### config.mk
export PLATFORM = sky130hd
export DESIGN_NAME = height_map_text_parser_flat
export DESIGN_NICKNAME = d
export VERILOG_FILES = /design/src/hw/rtl/hmtp_pkg.sv /design/src/hw/rtl/hmtp_if.sv /design/src/hw/rtl/hmtp_front.sv /design/src/hw/rtl/hmtp_back.sv /design/src/hw/rtl/hmtp_outq.sv /design/src/hw/rtl/height_map_text_parser.sv /design/src/flat_wrapper.sv
export SDC_FILE = /design/constraint.sdc
export NUM_CORES = 1
export LEC_CHECK = 0
export BUFFER_PORTS_ARGS = -buffer_cell sky130_fd_sc_hd__buf_4
export CAP_MARGIN = 20
export CORE_ASPECT_RATIO = 1.5
export CORE_MARGIN = 5
export CORE_UTILIZATION = 32
export CTS_CLUSTER_DIAMETER = 100
export DETAILED_ROUTE_END_ITERATION = 12
export PLACE_DENSITY = 0.47
export SYNTH_ARGS = -nofsm -noshare
export SYNTH_HDL_FRONTEND = slang
export SYNTH_SLANG_ARGS = --single-unit
### constraint.sdc
create_clock -name clk -period 20 [get_ports clk]
set_input_delay 4 -clock clk [delete_from_list [all_inputs] [get_ports clk]]
set_output_delay 4 -clock clk [all_outputs]
set_load 0.02 [all_outputs]
### src/hw/rtl/hmtp_pkg.sv
// types, codes and constants shared by the height-map text parser
`default_nettype none

package hmtp_pkg;

    localparam int MAX_COLUMNS_DEF = 1024;
    localparam int MAX_ROWS_DEF    = 1024;
    localparam int FQ_DEPTH        = 2;
    localparam int OQ_DEPTH        = 4;

    localparam logic [1:0] KIND_POINT = 2'd0;
    localparam logic [1:0] KIND_DONE  = 2'd1;
    localparam logic [1:0] KIND_ERROR = 2'd2;

    localparam logic [1:0] ERR_NONE     = 2'd0;
    localparam logic [1:0] ERR_EMPTY    = 2'd1;
    localparam logic [1:0] ERR_OVERFLOW = 2'd2;
    localparam logic [1:0] ERR_SHORT    = 2'd3;

    typedef enum logic [2:0] {
        PH_IDLE,
        PH_START,
        PH_DIGITS,
        PH_JUNK,
        PH_COMMA,
        PH_PREFIX,
        PH_HEX,
        PH_CDONE
    } phase_t;

    typedef struct packed {
        logic [7:0] in_byte;
        logic       end_of_file;
    } in_item_t;

    typedef struct packed {
        logic [1:0]         result_kind;
        logic [9:0]         row_index;
        logic [9:0]         col_index;
        logic signed [31:0] depth;
        logic [31:0]        color;
        logic [10:0]        total_rows;
        logic [10:0]        total_cols;
        logic [1:0]         error_code;
    } out_item_t;

    // classified byte handed from front to back
    typedef struct packed {
        logic       eof;
        logic       nl;
        logic       sp;
        logic       comma;
        logic       digit;
        logic       sign;
        logic       minus;
        logic       hex;
        logic [3:0] val;
    } cls_t;

    // up to two records written into the result queue in one cycle
    typedef struct packed {
        logic [1:0]            vld;
        out_item_t [1:0]       rec;
    } rec_push_t;

endpackage

`default_nettype wire

### src/hw/rtl/hmtp_if.sv
// valid/ready channel carrying one transaction payload
`default_nettype none

interface hmtp_if #(
    parameter type payload_t = logic
) ();
    logic     valid;
    logic     ready;
    payload_t payload;

    modport source (output valid, output payload, input ready);
    modport sink   (input valid, input payload, output ready);
endinterface

`default_nettype wire

### src/hw/rtl/hmtp_front.sv
// front end: accepts bytes, classifies them and queues them for the back end
`default_nettype none

module hmtp_front
    import hmtp_pkg::*;
(
    input  wire logic clk,
    input  wire logic rst_n,
    hmtp_if.sink      in_stream,
    hmtp_if.source    cls_out
);

    localparam int PW = $clog2(FQ_DEPTH);
    localparam int CNTW = $clog2(FQ_DEPTH + 1);
    localparam logic [CNTW-1:0] FULL = CNTW'(FQ_DEPTH);

    localparam logic [7:0] CH_NL    = 8'h0A;
    localparam logic [7:0] CH_SP    = 8'h20;
    localparam logic [7:0] CH_COMMA = 8'h2C;
    localparam logic [7:0] CH_PLUS  = 8'h2B;
    localparam logic [7:0] CH_MINUS = 8'h2D;
    localparam logic [7:0] CH_0     = 8'h30;
    localparam logic [7:0] CH_9     = 8'h39;
    localparam logic [7:0] CH_LA    = 8'h61;
    localparam logic [7:0] CH_LF    = 8'h66;
    localparam logic [7:0] CH_UA    = 8'h41;
    localparam logic [7:0] CH_UF    = 8'h46;
    localparam logic [7:0] LA_BIAS  = 8'h57;
    localparam logic [7:0] UA_BIAS  = 8'h37;

    cls_t            mem_reg [FQ_DEPTH];
    logic [PW-1:0]   wp_reg;
    logic [PW-1:0]   wp_next;
    logic [PW-1:0]   rp_reg;
    logic [PW-1:0]   rp_next;
    logic [CNTW-1:0] cnt_reg;
    logic [CNTW-1:0] cnt_next;
    cls_t            cls;
    logic            push;
    logic            pop;
    logic [7:0]      b;
    logic [7:0]      hv;

    assign b = in_stream.payload.in_byte;

    always_comb
    begin
        cls       = '0;
        hv        = 8'd0;
        cls.eof   = in_stream.payload.end_of_file;
        cls.nl    = (b == CH_NL);
        cls.sp    = (b == CH_SP);
        cls.comma = (b == CH_COMMA);
        cls.digit = (b >= CH_0) && (b <= CH_9);
        cls.minus = (b == CH_MINUS);
        cls.sign  = (b == CH_PLUS) || (b == CH_MINUS);
        if (cls.digit)
        begin
            cls.hex = 1'b1;
            hv      = b - CH_0;
        end
        else if ((b >= CH_LA) && (b <= CH_LF))
        begin
            cls.hex = 1'b1;
            hv      = b - LA_BIAS;
        end
        else if ((b >= CH_UA) && (b <= CH_UF))
        begin
            cls.hex = 1'b1;
            hv      = b - UA_BIAS;
        end
        cls.val = hv[3:0];
    end

    assign in_stream.ready = (cnt_reg != FULL);
    assign push            = in_stream.valid && in_stream.ready;
    assign cls_out.valid   = (cnt_reg != '0);
    assign cls_out.payload = mem_reg[rp_reg];
    assign pop             = cls_out.valid && cls_out.ready;

    always_comb
    begin
        wp_next  = push ? wp_reg + 1'b1 : wp_reg;
        rp_next  = pop ? rp_reg + 1'b1 : rp_reg;
        cnt_next = cnt_reg + CNTW'(push) - CNTW'(pop);
    end

    always_ff @(posedge clk or negedge rst_n)
    begin
        if (!rst_n)
        begin
            wp_reg  <= '0;
            rp_reg  <= '0;
            cnt_reg <= '0;
        end
        else
        begin
            wp_reg  <= wp_next;
            rp_reg  <= rp_next;
            cnt_reg <= cnt_next;
        end
    end

    always_ff @(posedge clk)
    begin
        if (push)
        begin
            mem_reg[wp_reg] <= cls;
        end
    end

endmodule

`default_nettype wire

### src/hw/rtl/hmtp_back.sv
// back end: token and line state, emits point, finish and error records
`default_nettype none

module hmtp_back
    import hmtp_pkg::*;
#(
    parameter int MAX_COLUMNS = MAX_COLUMNS_DEF,
    parameter int MAX_ROWS    = MAX_ROWS_DEF
) (
    input  wire logic       clk,
    input  wire logic       rst_n,
    hmtp_if.sink            cls_in,
    output rec_push_t       push,
    input  wire logic       room
);

    localparam int RW = $clog2(MAX_ROWS + 1);
    localparam int CW = $clog2(MAX_COLUMNS + 1);
    localparam logic [RW-1:0] MAX_R = RW'(MAX_ROWS);
    localparam logic [CW-1:0] MAX_C = CW'(MAX_COLUMNS);
    localparam logic [36:0] LIM_POS = 37'h0_7FFF_FFFF;
    localparam logic [36:0] LIM_NEG = 37'h0_8000_0000;

    logic [RW-1:0] row_reg;
    logic [RW-1:0] row_next;
    logic [CW-1:0] count_reg;
    logic [CW-1:0] count_next;
    logic [CW-1:0] pos_reg;
    logic [CW-1:0] pos_next;
    phase_t        phase_reg;
    phase_t        phase_next;
    logic          neg_reg;
    logic          neg_next;
    logic [32:0]   dacc_reg;
    logic [32:0]   dacc_next;
    logic [31:0]   cacc_reg;
    logic [31:0]   cacc_next;
    logic          first_reg;
    logic          first_next;
    logic          err_reg;
    logic          err_next;
    logic          counting_reg;
    logic          counting_next;
    logic          live_reg;
    logic          live_next;
    logic          line_open_reg;
    logic          line_open_next;
    logic          fin_reg;
    logic          fin_next;

    cls_t          it;
    logic          n;
    logic          end_line;
    logic [31:0]   mag;
    logic [31:0]   dep;
    logic [31:0]   colr;
    logic [36:0]   prod;
    logic          num;

    function automatic logic [10:0] rows11(input logic [RW-1:0] v);
        logic [RW+10:0] w;
        w = {11'd0, v};
        return w[10:0];
    endfunction

    function automatic logic [9:0] rows10(input logic [RW-1:0] v);
        logic [RW+9:0] w;
        w = {10'd0, v};
        return w[9:0];
    endfunction

    function automatic logic [10:0] cols11(input logic [CW-1:0] v);
        logic [CW+10:0] w;
        w = {11'd0, v};
        return w[10:0];
    endfunction

    function automatic logic [9:0] cols10(input logic [CW-1:0] v);
        logic [CW+9:0] w;
        w = {10'd0, v};
        return w[9:0];
    endfunction

    function automatic out_item_t mk_rec(
        input logic [1:0]  kind,
        input logic [9:0]  r,
        input logic [9:0]  c,
        input logic [31:0] d,
        input logic [31:0] cv,
        input logic [10:0] rows,
        input logic [10:0] cols,
        input logic [1:0]  code
    );
        out_item_t o;
        o.result_kind = kind;
        o.row_index   = r;
        o.col_index   = c;
        o.depth       = d;
        o.color       = cv;
        o.total_rows  = rows;
        o.total_cols  = cols;
        o.error_code  = code;
        return o;
    endfunction

    assign cls_in.ready = room;
    assign it           = cls_in.payload;
    assign num          = it.digit || it.sign;
    assign mag          = dacc_reg[31:0];
    assign dep          = neg_reg ? (32'd0 - mag) : mag;
    assign colr         = ((phase_reg == PH_PREFIX) || (phase_reg == PH_HEX)
                           || (phase_reg == PH_CDONE)) ? {cacc_reg[23:0], 8'hFF} : '1;
    assign end_line     = it.eof ? line_open_reg : it.nl;

    always_comb
    begin
        row_next       = row_reg;
        count_next     = count_reg;
        pos_next       = pos_reg;
        phase_next     = phase_reg;
        neg_next       = neg_reg;
        dacc_next      = dacc_reg;
        cacc_next      = cacc_reg;
        first_next     = first_reg;
        err_next       = err_reg;
        counting_next  = counting_reg;
        live_next      = live_reg;
        line_open_next = line_open_reg;
        fin_next       = fin_reg;
        push           = '0;
        n              = 1'b0;
        prod           = '0;

        if (cls_in.valid && room && !err_reg && !fin_reg)
        begin
            // token end on space, newline or end of stream
            if (end_line || (!it.eof && it.sp))
            begin
                if ((phase_reg != PH_IDLE) && live_reg)
                begin
                    push.rec[n] = mk_rec(KIND_POINT, rows10(row_reg),
                                         cols10(pos_reg - 1'b1), dep, colr,
                                         rows11(row_reg), cols11(count_reg), ERR_NONE);
                    push.vld[n] = 1'b1;
                    n           = 1'b1;
                end
                phase_next = PH_IDLE;
                live_next  = 1'b0;
                neg_next   = 1'b0;
                dacc_next  = '0;
                cacc_next  = '0;
            end

            if (end_line)
            begin
                if (row_reg < MAX_R)
                begin
                    if (!first_reg && (pos_reg < count_reg))
                    begin
                        push.rec[n] = mk_rec(KIND_ERROR, '0, '0, '0, '0,
                                             rows11(row_reg), cols11(count_reg), ERR_SHORT);
                        push.vld[n] = 1'b1;
                        n           = 1'b1;
                        err_next    = 1'b1;
                    end
                    else
                    begin
                        row_next = row_reg + 1'b1;
                    end
                end
                if (!err_next)
                begin
                    first_next     = 1'b0;
                    counting_next  = 1'b0;
                    pos_next       = '0;
                    line_open_next = 1'b0;
                end
            end

            if (it.eof)
            begin
                if (!err_next)
                begin
                    fin_next = 1'b1;
                    if (row_next == '0)
                    begin
                        push.rec[n] = mk_rec(KIND_ERROR, '0, '0, '0, '0,
                                             rows11(row_next), cols11(count_next), ERR_EMPTY);
                        err_next    = 1'b1;
                    end
                    else
                    begin
                        push.rec[n] = mk_rec(KIND_DONE, '0, '0, '0, '0,
                                             rows11(row_next), cols11(count_next), ERR_NONE);
                    end
                    push.vld[n] = 1'b1;
                end
            end
            else if (!it.nl)
            begin
                line_open_next = 1'b1;
                if (!it.sp)
                begin
                    // token start
                    if (phase_reg == PH_IDLE)
                    begin
                        live_next = 1'b0;
                        if (row_reg < MAX_R)
                        begin
                            if (first_reg)
                            begin
                                if (counting_reg && num && (count_reg < MAX_C))
                                begin
                                    count_next = count_reg + 1'b1;
                                    live_next  = 1'b1;
                                end
                                else
                                begin
                                    counting_next = 1'b0;
                                end
                            end
                            else
                            begin
                                live_next = (pos_reg < count_reg);
                            end
                        end
                        if (pos_reg < MAX_C)
                        begin
                            pos_next = pos_reg + 1'b1;
                        end
                        phase_next = PH_START;
                    end

                    case (phase_next)
                        PH_START, PH_DIGITS:
                        begin
                            if (it.comma)
                            begin
                                phase_next = PH_COMMA;
                            end
                            else if ((phase_next == PH_START) && it.sign)
                            begin
                                neg_next   = it.minus;
                                phase_next = PH_DIGITS;
                            end
                            else if (it.digit)
                            begin
                                phase_next = PH_DIGITS;
                                if (live_next)
                                begin
                                    prod = {dacc_reg, 3'b000} + {2'b00, dacc_reg, 1'b0}
                                           + {33'd0, it.val};
                                    dacc_next = prod[32:0];
                                    if (prod > (neg_next ? LIM_NEG : LIM_POS))
                                    begin
                                        push.rec[n] = mk_rec(KIND_ERROR, '0, '0, '0, '0,
                                                             rows11(row_next),
                                                             cols11(count_next),
                                                             ERR_OVERFLOW);
                                        push.vld[n] = 1'b1;
                                        err_next    = 1'b1;
                                    end
                                end
                            end
                            else
                            begin
                                phase_next = PH_JUNK;
                            end
                        end
                        PH_JUNK:
                        begin
                            if (it.comma)
                            begin
                                phase_next = PH_COMMA;
                            end
                        end
                        PH_COMMA:
                        begin
                            if (!it.comma)
                            begin
                                phase_next = PH_PREFIX;
                            end
                        end
                        PH_PREFIX:
                        begin
                            phase_next = it.comma ? PH_CDONE : PH_HEX;
                        end
                        PH_HEX:
                        begin
                            if (it.hex)
                            begin
                                cacc_next = {cacc_reg[27:0], it.val};
                            end
                            else
                            begin
                                phase_next = PH_CDONE;
                            end
                        end
                        default:
                        begin
                            phase_next = phase_next;
                        end
                    endcase
                end
            end
        end
    end

    always_ff @(posedge clk or negedge rst_n)
    begin
        if (!rst_n)
        begin
            row_reg       <= '0;
            count_reg     <= '0;
            pos_reg       <= '0;
            phase_reg     <= PH_IDLE;
            neg_reg       <= 1'b0;
            dacc_reg      <= '0;
            cacc_reg      <= '0;
            first_reg     <= 1'b1;
            err_reg       <= 1'b0;
            counting_reg  <= 1'b1;
            live_reg      <= 1'b0;
            line_open_reg <= 1'b0;
            fin_reg       <= 1'b0;
        end
        else
        begin
            row_reg       <= row_next;
            count_reg     <= count_next;
            pos_reg       <= pos_next;
            phase_reg     <= phase_next;
            neg_reg       <= neg_next;
            dacc_reg      <= dacc_next;
            cacc_reg      <= cacc_next;
            first_reg     <= first_next;
            err_reg       <= err_next;
            counting_reg  <= counting_next;
            live_reg      <= live_next;
            line_open_reg <= line_open_next;
            fin_reg       <= fin_next;
        end
    end

endmodule

`default_nettype wire

### src/hw/rtl/hmtp_outq.sv
// result queue: takes up to two records per cycle, delivers one per transaction
`default_nettype none

module hmtp_outq
    import hmtp_pkg::*;
(
    input  wire logic       clk,
    input  wire logic       rst_n,
    input  wire rec_push_t  push,
    output logic            room,
    hmtp_if.source          out_stream
);

    localparam int PW = $clog2(OQ_DEPTH);
    localparam int CNTW = $clog2(OQ_DEPTH + 1);
    localparam logic [CNTW-1:0] ROOM_MAX = CNTW'(OQ_DEPTH - 2);

    out_item_t       mem_reg [OQ_DEPTH];
    logic [PW-1:0]   wp_reg;
    logic [PW-1:0]   wp_next;
    logic [PW-1:0]   rp_reg;
    logic [PW-1:0]   rp_next;
    logic [CNTW-1:0] cnt_reg;
    logic [CNTW-1:0] cnt_next;
    logic            pop;
    logic [1:0]      npush;
    logic [PW-1:0]   wp1;

    assign room               = (cnt_reg <= ROOM_MAX);
    assign out_stream.valid   = (cnt_reg != '0);
    assign out_stream.payload = mem_reg[rp_reg];
    assign pop                = out_stream.valid && out_stream.ready;
    assign npush              = {1'b0, push.vld[0]} + {1'b0, push.vld[1]};
    assign wp1                = wp_reg + 1'b1;

    always_comb
    begin
        wp_next  = wp_reg + PW'(npush);
        rp_next  = pop ? rp_reg + 1'b1 : rp_reg;
        cnt_next = cnt_reg + CNTW'(npush) - CNTW'(pop);
    end

    always_ff @(posedge clk or negedge rst_n)
    begin
        if (!rst_n)
        begin
            wp_reg  <= '0;
            rp_reg  <= '0;
            cnt_reg <= '0;
        end
        else
        begin
            wp_reg  <= wp_next;
            rp_reg  <= rp_next;
            cnt_reg <= cnt_next;
        end
    end

    always_ff @(posedge clk)
    begin
        if (push.vld[0])
        begin
            mem_reg[wp_reg] <= push.rec[0];
        end
        if (push.vld[1])
        begin
            mem_reg[wp1] <= push.rec[1];
        end
    end

endmodule

`default_nettype wire

### src/hw/rtl/height_map_text_parser.sv
// top level of the height-map text parser
//
//   channel     dir   payload      transaction
//   in_stream   in    in_item_t    one text byte or end of stream
//   out_stream  out   out_item_t   one point, finish or error record
//
// one byte per cycle sustained while the result queue has room
// the back end waits only while the result queue has fewer than two free slots
// a two-entry byte queue still takes input bytes during such a wait until it fills
// reset is asynchronous and needs no clearing pass; the parser is ready for a byte
// as soon as reset is released
`default_nettype none

module height_map_text_parser
    import hmtp_pkg::*;
#(
    parameter int MAX_COLUMNS = MAX_COLUMNS_DEF,
    parameter int MAX_ROWS    = MAX_ROWS_DEF
) (
    input  wire logic clk,
    input  wire logic rst_n,
    hmtp_if.sink      in_stream,
    hmtp_if.source    out_stream
);

    rec_push_t push;
    logic      room;

    hmtp_if #(.payload_t(cls_t)) cls_ch ();

    hmtp_front u_front (
        .clk       (clk),
        .rst_n     (rst_n),
        .in_stream (in_stream),
        .cls_out   (cls_ch)
    );

    hmtp_back #(
        .MAX_COLUMNS (MAX_COLUMNS),
        .MAX_ROWS    (MAX_ROWS)
    ) u_back (
        .clk    (clk),
        .rst_n  (rst_n),
        .cls_in (cls_ch),
        .push   (push),
        .room   (room)
    );

    hmtp_outq u_outq (
        .clk        (clk),
        .rst_n      (rst_n),
        .push       (push),
        .room       (room),
        .out_stream (out_stream)
    );

endmodule

`default_nettype wire

### src/flat_wrapper.sv
// flat-port wrapper written by rule: the top's interface ports become plain ports
module height_map_text_parser_flat import hmtp_pkg::*;
#(
    parameter int MAX_COLUMNS = MAX_COLUMNS_DEF,
    parameter int MAX_ROWS    = MAX_ROWS_DEF
)
  (clk, rst_n, in_stream_valid, in_stream_payload, in_stream_ready, out_stream_valid, out_stream_payload, out_stream_ready);
  hmtp_if #(.payload_t(in_item_t)) in_stream_i ();
  hmtp_if #(.payload_t(out_item_t)) out_stream_i ();
  input  wire logic clk;
  input  wire logic rst_n;
  input wire logic [$bits(in_stream_i.valid)-1:0] in_stream_valid;
  input wire logic [$bits(in_stream_i.payload)-1:0] in_stream_payload;
  output wire logic [$bits(in_stream_i.ready)-1:0] in_stream_ready;
  output wire logic [$bits(out_stream_i.valid)-1:0] out_stream_valid;
  output wire logic [$bits(out_stream_i.payload)-1:0] out_stream_payload;
  input wire logic [$bits(out_stream_i.ready)-1:0] out_stream_ready;
  assign in_stream_i.valid = in_stream_valid;
  assign in_stream_i.payload = in_stream_payload;
  assign in_stream_ready = in_stream_i.ready;
  assign out_stream_valid = out_stream_i.valid;
  assign out_stream_payload = out_stream_i.payload;
  assign out_stream_i.ready = out_stream_ready;
  height_map_text_parser #(.MAX_COLUMNS(MAX_COLUMNS), .MAX_ROWS(MAX_ROWS)) u_core (.clk(clk), .rst_n(rst_n), .in_stream(in_stream_i), .out_stream(out_stream_i));
endmodule
==> summary.txt <==
First DRT Iteration DRCs = 1301
CTS Buf Count = 53
Hold_buf cts = 0
CTS tree = yes
Slew @ Worst Pin = 1.096 ns
Area contributors post-synth = edfxtp_1 (46%), dfrtp_1 (9.5%), mux4_2 (8.1%), nor2_1 (5.5%), ha_1 (5.4%)
Fillers = 8693
Final worst path period need = 8.530 ns
Largest net degree at the start of global routing = 59
# clock sinks = 547
Final RePlAce weighted congestion = 0.8983
IO Port Bufs = 124
Detail Placement HPWL = 60.38 mm
CP required = 20.26 ns
Setup_tns = 0 ns
Post-synth EDFFs = 436
Rows = 134
Hold crit path type = flip-flop to flip-flop
Status = complete, no violations
PostCTS Resize Cnt = 0
Syn_area_per_cell = 11.79 um2
GRT Overall Usage = 17.85%
Worst-Skew Late Latency = 0.64 ns
Synth Warn # = 0
Clk buf depth = 3
Routed wire per std cell = 23.44 um
Register Area = 15880 um2
Final Util = 36.53%
Pwr Total = 3343 uW
Chip Height = 376.5 um
Inserted Diodes = 0
LEAKAGE = 0.01244 uW
Die width = 254.4 um
Slew HR = 26.71%
Max FFs per register = 412
Register bit count reported by yosys = 547
Synth top area share = 45.68%
Kind of critical path = flip-flop to flip-flop
Number of max-cap violations = 0
Mapped Area = 28660 um2
Yosys cell types = 83
Post-route ant nets = 0
Core area = 89030 um2
Final net count = 2643
First-pass GRT wire length = 131.9 mm
DR vias/cell = 5.349
Initial antenna violation count = 2
H-tree levels = 2
Vias in the first global route = 20510
Pwr/cell area = 102.8 nW/um2
Worst Path Arrival = 8.78 ns
Count of final max-slew check failures = 0
Top Ports = 125
Drt drc = 0
Multi-input gate area = 12070 um2
Post-synthesis sequential area ratio = 55.38%
Ys async rst share = 20.29%
Critical path startpoint category = flip-flop
Syn_nets = 2571
Ys flop type = edfxtp_1
Synth Instances = 2432
Area Growth Syn to Fin = 13.48%
Final setup fails = 0
DRT Pass-1 Iters = 5
Area of the die = 95780 um2
RSZ-0062 raised after global routing = false
Final hold vios = 0
Max Clock Skew = 0.03730 ns
Clock root buffer = clkbuf_16
Share of layout cells above drive strength 1 = 15.47%
Final period util = 42.65%
Grt ovf = 0
WL final = 86.80 mm
Reg clk slew, reported paths = 0.07 ns
Post-CTS Setup Bufs = 0
Max VDD drop = 67.23 uV
Initial Utilization = 32.19%
Leading area contributor after synthesis = edfxtp_1
Fmax = 0.1172 GHz
CP endpoint kind = flip-flop
Vias post-DR = 19807
Fin Hold WS = 0.4824 ns
Critical path peak fanout = 54
[critical path: stages, from the launching register on]
cell and delay, ns:
dfrtp_1 0.33, buf_4 0.26, mux2i_1 0.35, fa_1 0.47, inv_1 0.11, ha_1 0.23
a21o_1 0.19, and4_1 0.24, o21a_1 0.18, o311ai_0 0.49, nand2_1 0.17, a21bo_2 0.26
a21o_1 0.18, a21oi_1 0.17, xnor2_1 0.11, ha_1 0.30, nand3_1 0.12, nor4_1 0.49
nand2b_1 0.17, nand3_1 0.09, o221ai_1 0.09, a211o_1 0.46, a21o_2 0.32, o21ai_0 0.11
buf_4 0.21, o21ai_4 0.60, buf_4 0.62, buf_4 0.75
[cells in the final DEF (no fill, tap or decap), types with 10 or more instances in the layout]
master	count
nand4_1	19
a31oi_1	12
nor4_1	12
mux4_2	103
a21oi_1	99
a22o_1	37
nand2b_1	10
a211oi_1	18
clkinv_1	12
a21o_1	15
nor2_1	421
o31ai_1	40
nor2b_1	11
edfxtp_1	436
and3_1	29
nand2_1	199
nand3_1	67
mux2i_1	29
clkbuf_1	13
and2_1	19
xor2_1	38
ha_1	123
buf_4	164
dfrtp_1	107
xnor2_1	60
inv_1	58
clkbuf_16	53
or3_1	17
nor3_1	22
o21ai_0	111
[metrics by stage]
stage	cells	setup slack (ns)	instance area, um2
2_1_floorplan	2432	6.207	28660
3_3_place_gp	3603	11.46	30850
3_5_place_dp	3605	11.42	30860
4_1_cts	3703	11.37	32530
5_1_grt	3703	10.89	32530
6_report	3703	11.47	32530
[Yosys cell counts (5+ instances only)]
cell and instances:
and2_1 19, nand2_1 203, dfrtp_1 109, xnor2_1 60, nor2b_1 11, inv_1 58
o41ai_1 5, xor2_1 38, mux2_2 9, clkbuf_1 93, or4_1 8, nand4_1 19
o21ai_0 115, a22o_1 37, a31oi_1 12, buf_1 24, a21oi_1 99, nor4b_1 5
nand2b_1 10, o21bai_1 6, nand3_1 67, mux2i_1 29, o311ai_0 7, and3_1 29
buf_4 8, a32oi_1 6, mux4_2 103, or3_1 17, buf_2 21, and4_1 6
a21o_1 15, a211oi_1 18, nor4_1 13, a22oi_1 5, nor2_1 422, o21a_1 8
edfxtp_1 436, ha_1 123, nor3_1 28, o31ai_1 41, a21boi_0 7
[cells by family (layout without fill, tap and decap cells)]
logic type      count (synthesis)  count (layout)  synth area share, %
fa+ha+maj                     126             126                5.579
xor+xnor                       98              98                2.995
simple gates                  876             876                13.54
buf+inv                       207             322                2.986
flops                         547             547                55.38
mux                           141             141                9.460
compound gates                437             437                10.07
[path summary, 6_finish.rpt]
check                                                        from                                         end  slack (ns)  cells past startpoint
hold reg to reg            u_core.u_back.counting_reg$_DFFE_PN1P_      u_core.u_back.counting_reg$_DFFE_PN1P_        0.48                      1
setup reg to reg                u_core.u_front.rp_reg$_DFFE_PN0P_  u_core.u_outq.mem_reg[2][61]$_SDFFCE_PN0P_       11.47                     27
min in group asynchronous                                   rst_n      u_core.u_back.cacc_reg[22]$_DFFE_PN0P_        3.17                      1
max in group asynchronous                                   rst_n         u_core.u_outq.rp_reg[0]$_DFFE_PN0P_       15.75                      2
hold / removal             u_core.u_back.counting_reg$_DFFE_PN1P_      u_core.u_back.counting_reg$_DFFE_PN1P_        0.48                      1
setup / recovery                u_core.u_front.rp_reg$_DFFE_PN0P_  u_core.u_outq.mem_reg[2][61]$_SDFFCE_PN0P_       11.47                     27
[routing by layer]
layer  share of wire [%]  track usage (%)  wire, um  up-vias
met1                  39            21.22     33770    10034
met2                  54            33.59     47280      457
li1                    -                -         -     9174
met4                 3.0            5.240      2573        4
met3                 3.6            2.089      3143      138
met5               0.038                0        33        -
[where the power goes]
part | leakage [uW] | switching [uW] | internal, uW
logic | 0.00629 | 591 | 428
registers | 0.00534 | 92.4 | 1260
clock network | 0.000804 | 456 | 521
total | 0.0124 | 1140 | 2200
[layout make-up]
type,instances,share of cell area (%)
flip-flops and latches,547,48.82
inverters,58,0.6693
well taps,1156,4.447
clock buffers,70,4.397
clock inverters,28,0.7193
multi-input cells,1678,37.11
repair buffers,166,3.831
Note: power is estimated with default switching activity, not from simulation.
